File: src/ttu_pkg.sv
// Shared types, constants and effect translation for the track unpacker.
package ttu_pkg;

   localparam int ROW_MAX     = 256;
   localparam int ROW_W       = 9;
   localparam int ADDR_W      = 8;
   localparam int RUN_W       = 6;
   localparam logic [ROW_W-1:0] ROW_COUNT_RESET = 9'd64;
   localparam logic [7:0] NOTE_LIMIT = 8'd108;

   localparam logic [1:0] ACT_SKIP   = 2'd0;
   localparam logic [1:0] ACT_REPEAT = 2'd1;
   localparam logic [1:0] ACT_COPY   = 2'd2;
   localparam logic [1:0] ACT_FULL   = 2'd3;

   localparam logic [4:0] EFF_NONE     = 5'd0;
   localparam logic [4:0] EFF_PORTA_UP = 5'd1;
   localparam logic [4:0] EFF_PORTA_DN = 5'd2;
   localparam logic [4:0] EFF_TONE     = 5'd3;
   localparam logic [4:0] EFF_VIBRATO  = 5'd4;
   localparam logic [4:0] EFF_ARP      = 5'd5;
   localparam logic [4:0] EFF_SPEED    = 5'd6;
   localparam logic [4:0] EFF_TEMPO    = 5'd7;
   localparam logic [4:0] EFF_PAN      = 5'd8;
   localparam logic [4:0] EFF_JUMP     = 5'd9;
   localparam logic [4:0] EFF_GLOBVOL  = 5'd10;
   localparam logic [4:0] EFF_BREAK    = 5'd11;
   localparam logic [4:0] EFF_EXT      = 5'd12;
   localparam logic [4:0] EFF_PANSL    = 5'd13;
   localparam logic [4:0] EFF_RETRIG   = 5'd14;
   localparam logic [4:0] EFF_GVSL     = 5'd15;
   localparam logic [4:0] EFF_VOLSL    = 5'd16;
   localparam logic [4:0] EFF_TREMOLO  = 5'd17;
   localparam logic [4:0] EFF_TREMOR   = 5'd18;
   localparam logic [4:0] EFF_OFFSET   = 5'd19;

   localparam logic [7:0] RAW_OFFSET = 8'hEF;

   typedef enum logic [1:0] {
      ST_IDLE,
      ST_LOAD,
      ST_OUT
   } state_type;

   typedef enum logic [1:0] {
      SRC_EMPTY,
      SRC_MEM,
      SRC_BUILD
   } src_type;

   typedef struct packed {
      logic [7:0] note;
      logic [7:0] instr;
      logic       vol_on;
      logic [6:0] vol;
      logic [4:0] eff;
      logic [7:0] par;
   } cell_type;

   typedef struct packed {
      logic accept;
      logic load;
      logic take;
   } cmd_type;

   typedef struct packed {
      logic emit;
      logic last;
   } status_type;

   // {code, param}; code of none means the cell is left as is
   function automatic logic [12:0] map_effect(input logic [7:0] eff, input logic [11:0] data);
      logic [4:0]  code;
      logic [11:0] p;
      logic [7:0]  hi;
      logic [3:0]  lo;
      logic [7:0]  tens;
      begin
         code = EFF_NONE;
         p    = data;
         hi   = data[7:0] & 8'hF0;
         lo   = data[3:0];
         tens = {1'b0, data[7:4], 3'b000} + {3'b000, data[7:4], 1'b0};
         case (eff)
            8'h01: code = EFF_PORTA_UP;
            8'h02: code = EFF_PORTA_DN;
            8'h03: code = EFF_TONE;
            8'h04: code = EFF_VIBRATO;
            8'h05: code = EFF_ARP;
            8'h07: code = (data < 12'h020) ? EFF_SPEED : EFF_TEMPO;
            8'h08: begin
               code = EFF_PAN;
               p    = {p[10:0], 1'b0};
            end
            8'h0B: code = EFF_JUMP;
            8'h0C: code = EFF_GLOBVOL;
            8'h0D: begin
               code = EFF_BREAK;
               p    = {4'd0, tens + {4'd0, lo}};
            end
            8'h0E: begin
               code = EFF_EXT;
               case (hi)
                  8'h00: code = EFF_NONE;
                  8'h10: begin
                     if (lo != 4'd0) begin
                        p    = p | 12'h0F0;
                        code = EFF_PANSL;
                     end else begin
                        code = EFF_NONE;
                     end
                  end
                  8'h20: begin
                     if (lo != 4'd0) begin
                        p    = {4'd0, lo, 4'hF};
                        code = EFF_PANSL;
                     end else begin
                        code = EFF_NONE;
                     end
                  end
                  8'h30: p = {8'h01, lo};
                  8'h40: p = {8'h03, lo};
                  8'h60: p = {8'h0B, lo};
                  8'h70: p = {8'h04, lo};
                  8'h90: begin
                     code = EFF_RETRIG;
                     p    = {8'd0, lo};
                  end
                  8'hA0: begin
                     code = EFF_GVSL;
                     p    = {4'd0, lo, 4'd0};
                  end
                  8'hB0: begin
                     code = EFF_GVSL;
                     p    = {8'd0, lo};
                  end
                  8'hF0: p = 12'h0A0;
                  default: ;
               endcase
            end
            8'h0F: code = EFF_SPEED;
            8'h10: begin
               if (hi != 8'hE0) begin
                  code = EFF_VOLSL;
                  if (hi == 8'hF0) p = {p[7:0], 4'hF};
                  else p = {2'b00, p[11:2]};
               end
            end
            8'h20: begin
               if (hi != 8'hE0) begin
                  code = EFF_VOLSL;
                  if (hi != 8'hF0) p = {2'b00, p[11:2]};
               end
            end
            8'h30: code = EFF_RETRIG;
            8'h40: code = EFF_TREMOLO;
            8'h50: code = EFF_TREMOR;
            RAW_OFFSET: begin
               if (p > 12'h0FF) p = 12'h0FF;
               code = EFF_OFFSET;
            end
            default: ;
         endcase
         return {code, p[7:0]};
      end
   endfunction

endpackage

File: src/ttu_ctrl.sv
// Controller: accept, load and emit sequencing of the track unpacker.
module ttu_ctrl (
   input  logic                clock,
   input  logic                reset,
   input  logic                req_valid,
   output logic                req_stall,
   output logic                rsp_valid,
   input  logic                rsp_stall,
   input  ttu_pkg::status_type status,
   output ttu_pkg::cmd_type    cmd
);

   ttu_pkg::state_type state_ff, state_in;

   always_ff @(posedge clock) begin
      if (reset) begin
         state_ff <= ttu_pkg::ST_IDLE;
      end else begin
         state_ff <= state_in;
      end
   end

   always_comb begin
      state_in = state_ff;
      unique case (state_ff)
         ttu_pkg::ST_IDLE: begin
            if (req_valid && status.emit) state_in = ttu_pkg::ST_LOAD;
         end
         ttu_pkg::ST_LOAD: state_in = ttu_pkg::ST_OUT;
         ttu_pkg::ST_OUT: begin
            if (!rsp_stall && status.last) state_in = ttu_pkg::ST_IDLE;
         end
         default: state_in = ttu_pkg::ST_IDLE;
      endcase
   end

   always_comb begin
      req_stall  = 1'b1;
      rsp_valid  = 1'b0;
      cmd        = '0;
      unique case (state_ff)
         ttu_pkg::ST_IDLE: begin
            req_stall  = 1'b0;
            cmd.accept = req_valid;
         end
         ttu_pkg::ST_LOAD: cmd.load = 1'b1;
         ttu_pkg::ST_OUT: begin
            rsp_valid = 1'b1;
            cmd.take  = !rsp_stall;
         end
         default: ;
      endcase
   end

   a_load_to_out: assert property (@(posedge clock) disable iff (reset)
      state_ff == ttu_pkg::ST_LOAD |=> state_ff == ttu_pkg::ST_OUT)
      else $error("load not followed by output");
   a_run_continues: assert property (@(posedge clock) disable iff (reset)
      cmd.take && !status.last |=> state_ff == ttu_pkg::ST_OUT)
      else $error("run ended early");
   a_one_cmd: assert property (@(posedge clock) disable iff (reset)
      $onehot0({cmd.accept, cmd.load, cmd.take}))
      else $error("overlapping commands");

endmodule

File: config.mk
export PLATFORM = sky130hd
export DESIGN_NAME = ttu_ctrl
export DESIGN_NICKNAME = d
export VERILOG_FILES = /design/src/ttu_pkg.sv /design/src/ttu_ctrl.sv
export SDC_FILE = /design/constraint.sdc
export NUM_CORES = 1
export LEC_CHECK = 0
export ABC_AREA = 1
export BUFFER_PORTS_ARGS = -buffer_cell sky130_fd_sc_hd__clkbuf_2
export CAP_MARGIN = 20
export CORE_AREA = 2 2 39 41
export CTS_CLUSTER_SIZE = 16
export DETAILED_ROUTE_END_ITERATION = 6
export DIE_AREA = 0 0 41 43
export PLACE_DENSITY_LB_ADDON = 0.1
export SYNTH_ARGS = -nofsm -noshare
export SYNTH_HDL_FRONTEND = slang
export SYNTH_SLANG_ARGS = --single-unit
File: constraint.sdc
create_clock -name clock -period 2.3 [get_ports clock]
set_clock_uncertainty 0.15 [all_clocks]
set_input_delay 0.115 -clock clock [delete_from_list [all_inputs] [get_ports clock]]
set_output_delay 0.115 -clock clock [all_outputs]
set_load 0.005 [all_outputs]
== Word level (Yosys, flattened, before mapping) ==
Index checks and enable logic that the tools add are counted.
Word-level totals
  word-level logic and storage cells: 18
  output and inout bits: 5
  flip-flop bits (word level): 2
  input port bits: 6
Cells by class
  reduce and logical (&&, ||, !) cells: 5
  equal/unequal tests: 4
  muxes and demuxes: 8
Operator list (number)
  $pmux 2 s3: 1
  $mux 1: 5
  $mux 2: 2
  $ne 2x2->1 const B: 2
  $eq 2x1->1 const B: 1
  $eq 2x2->1 const B: 1
  $logic_and 1x1->1: 2
  $logic_not 2->1: 1
  $reduce_and 2->1: 1
  $logic_not 1->1: 1

== Logic depth before layout (Yosys ltp) ==
Gate-level depths: netlist of the first run.
  depth in word-level cells: 4
  mapped depth: 4
  mapped depth without buffers: 4

== Worst setup path before layout of the first run ==
No wires, ideal clock.
  path kind: register to output
  start point: reg state_ff[1]
  end point: out cmd[1] in the netlist's numbering
  setup slack: 1.435 ns
  arrival time: 0.600 ns
  buffers on the path: 1
  data required time: 2.035 ns
  stages on the path, launching flop included: 5
  path through: dfxtp_1 inv_2 nand2_1 inv_1 buf_4
RTL lines
  from (decl): RTL line ttu_ctrl.sv:13  | ttu_pkg::state_type state_ff, state_in;
  from (signal assigned): RTL line ttu_ctrl.sv:17  | state_ff <= ttu_pkg::ST_IDLE;
  from (signal assigned): RTL line ttu_ctrl.sv:19  | state_ff <= state_in;
  to (decl): RTL line ttu_ctrl.sv:10  | output ttu_pkg::cmd_type cmd

== Final worst setup path of the first run ==
  start point: in reset
  end point: reg state_ff[0]
RTL lines
  from (decl): RTL line ttu_ctrl.sv:4  | input logic reset,
No word-level cell between the ends.

==> qor.yml, run 1 <==
crit_buf_inv: 3
syn_to_final_growth_pct: 96.8
track_usage_pct: 4.01
endpoint_kind: "register"
worstSkewPairLatency_ns: 0.22
cts_sinks: 2
cap_viol_max_count: 0
dp_hpwl_um: 265
hold_class: "in -> reg"
drv_slew: 0
io_pins: 11
worstMarginPinSlew_ns: 0.154
fmax_mhz: 695
cts_buffers: 3
layout-drive-gt1-share_pct: 51.5
htreeDepth: 1
synthCells: 18
min_period_ns: 1.44
drtIter0Drc: 0
via_per_inst: 3.08
final_cell_count_no_fill: 49
synth_fp_nets: 24
finalHoldViolCount: 0
grt_max_degree: 5
seq_area_frac_synth_pct: 33.7
grt_setup_unrepaired: "false"
antenna_cells: 0
cpMaxStageDelayCell: "dlygate4sd3_1"
drc: 0
ir_drop_uv: 155
die_h_um: 43
layout_common_cells: "clkbuf_2, inv_1, nand2_1"
overflow: 0
worstPathCellList: "dlygate4sd3_1 > clkbuf_2 > nor3_2 > dlygate4sd3_1"
first_global_vias: 127
cp-start-kind: "input pin"
holdWs_ns: 0.0287
gp_congestion: 0.560
slowest_delay_ns: 0.55
syn_area_per_cell_um2: 6.60
worstPathRequired_ns: 2.31
leakagePower_nw: 0.140
initial_core_util_pct: 8.59
drt_wl_total_um: 321
relSlewSlack_pct: 89.6
dieArea_mm2: 0.00176
post-cts-setup-buffer-count: 0
vias: 151
grt_pass1_wl_um: 427
placed_cells: 43
rows: 14
setup_viol: 0
pwr_density_cell_mw_per_mm2: 584
fp.dieW_um: 41
dr.pass1.iters: 1
reg_top3: "state_ff (2)"
critPathKind: "in -> reg"
cpMostUsedCell: "dlygate4sd3_1"
crit_path_max_fanout: 2
status: "complete, no violations"
path_delay_family: "buffers and inverters"
largest_reg_flops: 2
yosys.cell_types.count: 10
root_buffer: "clkbuf_4"
clockBufferDepth: 2
postPlaceCellArea_um2: 181
fin_crit_sh_pct: 62.6
layout.nets: 41
antenna_found_initial: 0
finalInstanceArea_um2: 234
final_common_cell: "clkbuf_2"
routedWlPerCell_um: 6.55
clk_transition_reported_paths_ns: 0.03
cp.arrival_ns: 1.45
synth-seq-cells: 2
fin_setup_tns_ns: 0
synth_warnings: 0
synth_area_um2: 119
regMostFlops: "state_ff"
placement.io_buffers: 10
drtAntennaViolNets: 0
cts_tree: "done"
ctsResizeCount: 0
design.core.area_mm2: 0.00138
worst register-to-register path: stages (launching register included):
cell and delay [ns]:
dfxtp_1 0.33, nor2_1 0.14, nand2_1 0.09, nor3_2 0.09
dlygate4sd3_1 0.55
cell usage after synthesis (all sizes together):
cell type | n | area, µm²
buf | 1 | 7.51
a21oi | 1 | 8.76
nor3 | 2 | 15.0
nor2 | 2 | 10.0
inv | 6 | 22.5
dfxtp | 2 | 40.0
nand2 | 4 | 15.0
worst paths after layout:
check / endpoint / startpoint / cells after the start / slack (ns)
min: state_ff[1] / status[0] / 4 / 0.03
min reg2reg: state_ff[1] / state_ff[0] / 2 / 0.40
max reg2reg: state_ff[0] / state_ff[0] / 4 / 0.89
max: state_ff[0] / reset / 4 / 0.86
cells by family after synthesis:
| logic type | Yosys count | synth area share (%) |
|---|---|---|
| simple gates | 8 | 33.7 |
| buf+inv | 7 | 25.3 |
| compound gates | 1 | 7.37 |
| flops | 2 | 33.7 |
per-layer routing:
| layer | share of wire, % | up-vias | global-route usage [%] |
|---|---|---|---|
| met5 | 0 | - | 0 |
| met1 | 40 | 64 | 4.15 |
| met4 | 0 | 0 | 6.00 |
| li1 | - | 80 | - |
| met3 | 16 | 0 | 1.57 |
| met2 | 45 | 7 | 4.69 |
area by class of cell:
type / count / area (µm²)
multi-input combinational: 9 / 48.8
inverter: 6 / 22.5
clock buffer: 3 / 22.5
timing repair buffer: 13 / 80.1
tap: 16 / 20.0
sequential: 2 / 40.0
fill: 169 / 1150
power breakdown:
part	leakage, nW	total (mW)	internal, mW	switching, mW
Sequential	0.0163	0.0379	0.0365	0.00135
Combinational	0.110	0.0220	0.0122	0.00986
Clock	0.0138	0.0767	0.0575	0.0192
repair_timing:
action	4_1_cts	5_1_grt
endpoints found under the setup margin	0	0
hold endpoints to repair	2	0
hold buffers	3	0
stage by stage:
step / power, mW / setup slack, ns / utilization [%]
3_5_place_dp: 0.0574 / 1.31 / 13.1
2_1_floorplan: 0.0477 / 1.44 / -
5_1_grt: 0.146 / 0.806 / 16.9
4_1_cts: 0.143 / 0.859 / 16.9
6_report: 0.137 / 0.861 / 16.9
3_3_place_gp: 0.0572 / 1.30 / 13.1
No activity file was read; power rests on OpenSTA's default activity.
==> run 2: changes to the inputs <==
clock period = 1.3 ns   (was 2.3 ns; I/O delays follow)
==> qor.yml, run 2 (same netlist as run 1, synthesis figures left out) <==
fp.dieW_um: 41  # unchanged
min_period_ns: 1.16
hold_class: "in -> reg"
worstPathRequired_ns: 1.09  # -1.22 ns
worstMarginPinSlew_ns: 0.181  # +0.0272 ns
clockBufferDepth: 2  # unchanged
finalHoldViolCount: 0  # unchanged
worstSkewPairLatency_ns: 0.23  # about the same
initial_core_util_pct: 8.59  # unchanged
status: "complete, no violations"
layout.nets: 42  # +2.4%
endpoint_kind: "primary output"
grt_setup_unrepaired: "false"
drtAntennaViolNets: 0  # unchanged
path_delay_family: "flip-flops"
leakagePower_nw: 0.143  # +1.9%
cap_viol_max_count: 0  # unchanged
overflow: 0  # unchanged
design.core.area_mm2: 0.00138  # unchanged
holdCritStartpoint: "rsp_stall"
dp_hpwl_um: 261  # -1.5%
dr.pass1.iters: 2  # +1
fillCellCount: 163  # -3.6%
post-place-ws_ns: 0.341  # -0.970 ns
layout_common_cells: "clkbuf_2, inv_1, nand2_1, dlygate4sd3_1, clkbuf_4"
rows: 14  # unchanged
fin_crit_sh_pct: 89.0
post-cts-setup-buffer-count: 0  # unchanged
hold_depth: 5  # +1
cts_tree: "done"
reg_top3: "state_ff (2)"
cp-start-kind: "register"
drtIter0Drc: 1  # +1
reg2reg_from: "state_ff[1]"
dieArea_mm2: 0.00176  # unchanged
syn_to_final_growth_pct: 107
die_h_um: 43  # unchanged
grt_max_degree: 5  # unchanged
layout-drive-gt1-share_pct: 52.9  # +1.4 points
hold-path-endpoint: "state_ff[1]"
track_usage_pct: 5.41  # +1.4 points
drt_wl_total_um: 334  # +4.0%
regMostFlops: "state_ff"
gp_congestion: 0.566  # +1.0%
ir_drop_uv: 337  # +120%
relSlewSlack_pct: 87.9  # -1.8 points
reg2reg_depth: 4  # unchanged
cpMaxStageDelayCell: "dfxtp_1"
cp.arrival_ns: 0.94  # -0.51 ns
multi_input_area_um2: 51.3  # +5.1%
drv_slew: 0  # unchanged
setup_viol: 0  # unchanged
antenna_cells: 0  # unchanged
grt_pass1_wl_um: 531  # +24%
htreeDepth: 1  # unchanged
setup_slack_ns: 0.143  # -0.719 ns
io_pins: 11  # unchanged
p_total_uw: 252  # +84%
crit_buf_inv: 2  # -1
critPathKind: "reg -> out"
fmax_mhz: 864
via_per_inst: 3.16  # +2.5%
largest_reg_flops: 2  # unchanged
fin_setup_tns_ns: 0  # unchanged
clk_transition_reported_paths_ns: 0.03  # about the same
drc: 0  # unchanged
pwr_density_cell_mw_per_mm2: 1020  # +75%
placement.io_buffers: 10  # unchanged
worstPathCellList: "nor2_2 > nand2_1 > inv_1 > clkbuf_2"
first_global_vias: 140  # +10%
slowest_delay_ns: 0.34  # -0.21 ns
rr_endpoint: "state_ff[1]"
final_common_cell: "clkbuf_2"
r2r_slack_ns: 0.42  # -0.47 ns
routedWlPerCell_um: 6.68  # +2.0%
antenna_found_initial: 0  # unchanged
crit_path_max_fanout: 4  # +2
seq_area_um2: 40.0  # unchanged
cts_buffers: 3  # unchanged
vias: 158  # +4.6%
crit_path_start: "state_ff[0]"
root_buffer: "clkbuf_4"
cts_sinks: 2  # unchanged
==> run 2: layer usage <==
layer	vias to the layer above	share of wire, %	track usage, %
met5	-	0	0
met4	0	2.4	6.00
met3	2	13	6.28
met2	9	38	5.94
met1	64	46	4.46
li1	83	-	-
==> run 2: stage by stage <==
stage	hold slack, ns	instances	utilization, %	instance area, µm²
after global placement	0.116	43	13.1	181
after CTS	0.0277	50	17.6	244
after detailed placement	0.122	43	13.1	181
after floorplan	-0.0226	18	-	119
after global routing	0.0633	50	17.8	246
final	0.0259	50	17.8	246
==> run 2: power by group <==
part	internal [mW]	switching, mW	total, mW
logic	0.0242	0.0181	0.0424
registers	0.0646	0.00293	0.0676
clock network	0.102	0.0396	0.142
total	0.191	0.0606	0.252
==> run 2: repair_timing <==
item,CTS,global route
setup endpoints to repair,0,1
resized for setup,0,1
hold buffers,4,0
endpoints found under the hold margin,2,0
==> run 2: worst max-delay path by stage <==
stage	to	slack, ns	cells past startpoint
finish	cmd[2]	0.14	4
CTS	cmd[2]	0.09	4
global route	cmd[2]	0.04	4
detailed placement	cmd[2]	0.34	4
global placement	cmd[2]	0.34	4
floorplan	state_ff[1]	0.46	4
==> run 2: worst min-delay path: cells and delay by family <==
kind | cells | cell delay [ns]
and+or+nand+nor | 2 | 0.11
AOI/OAI and AO/OA | 1 | 0.05
buffers and inverters | 2 | 0.13
==> run 2: final cells by class <==
cell class	count	area share (%)
timing repair buffer	14	36.5
clock buffer	3	9.14
tap	16	8.12
inverter	6	9.14
sequential	2	16.2
multi-input combinational	9	20.8
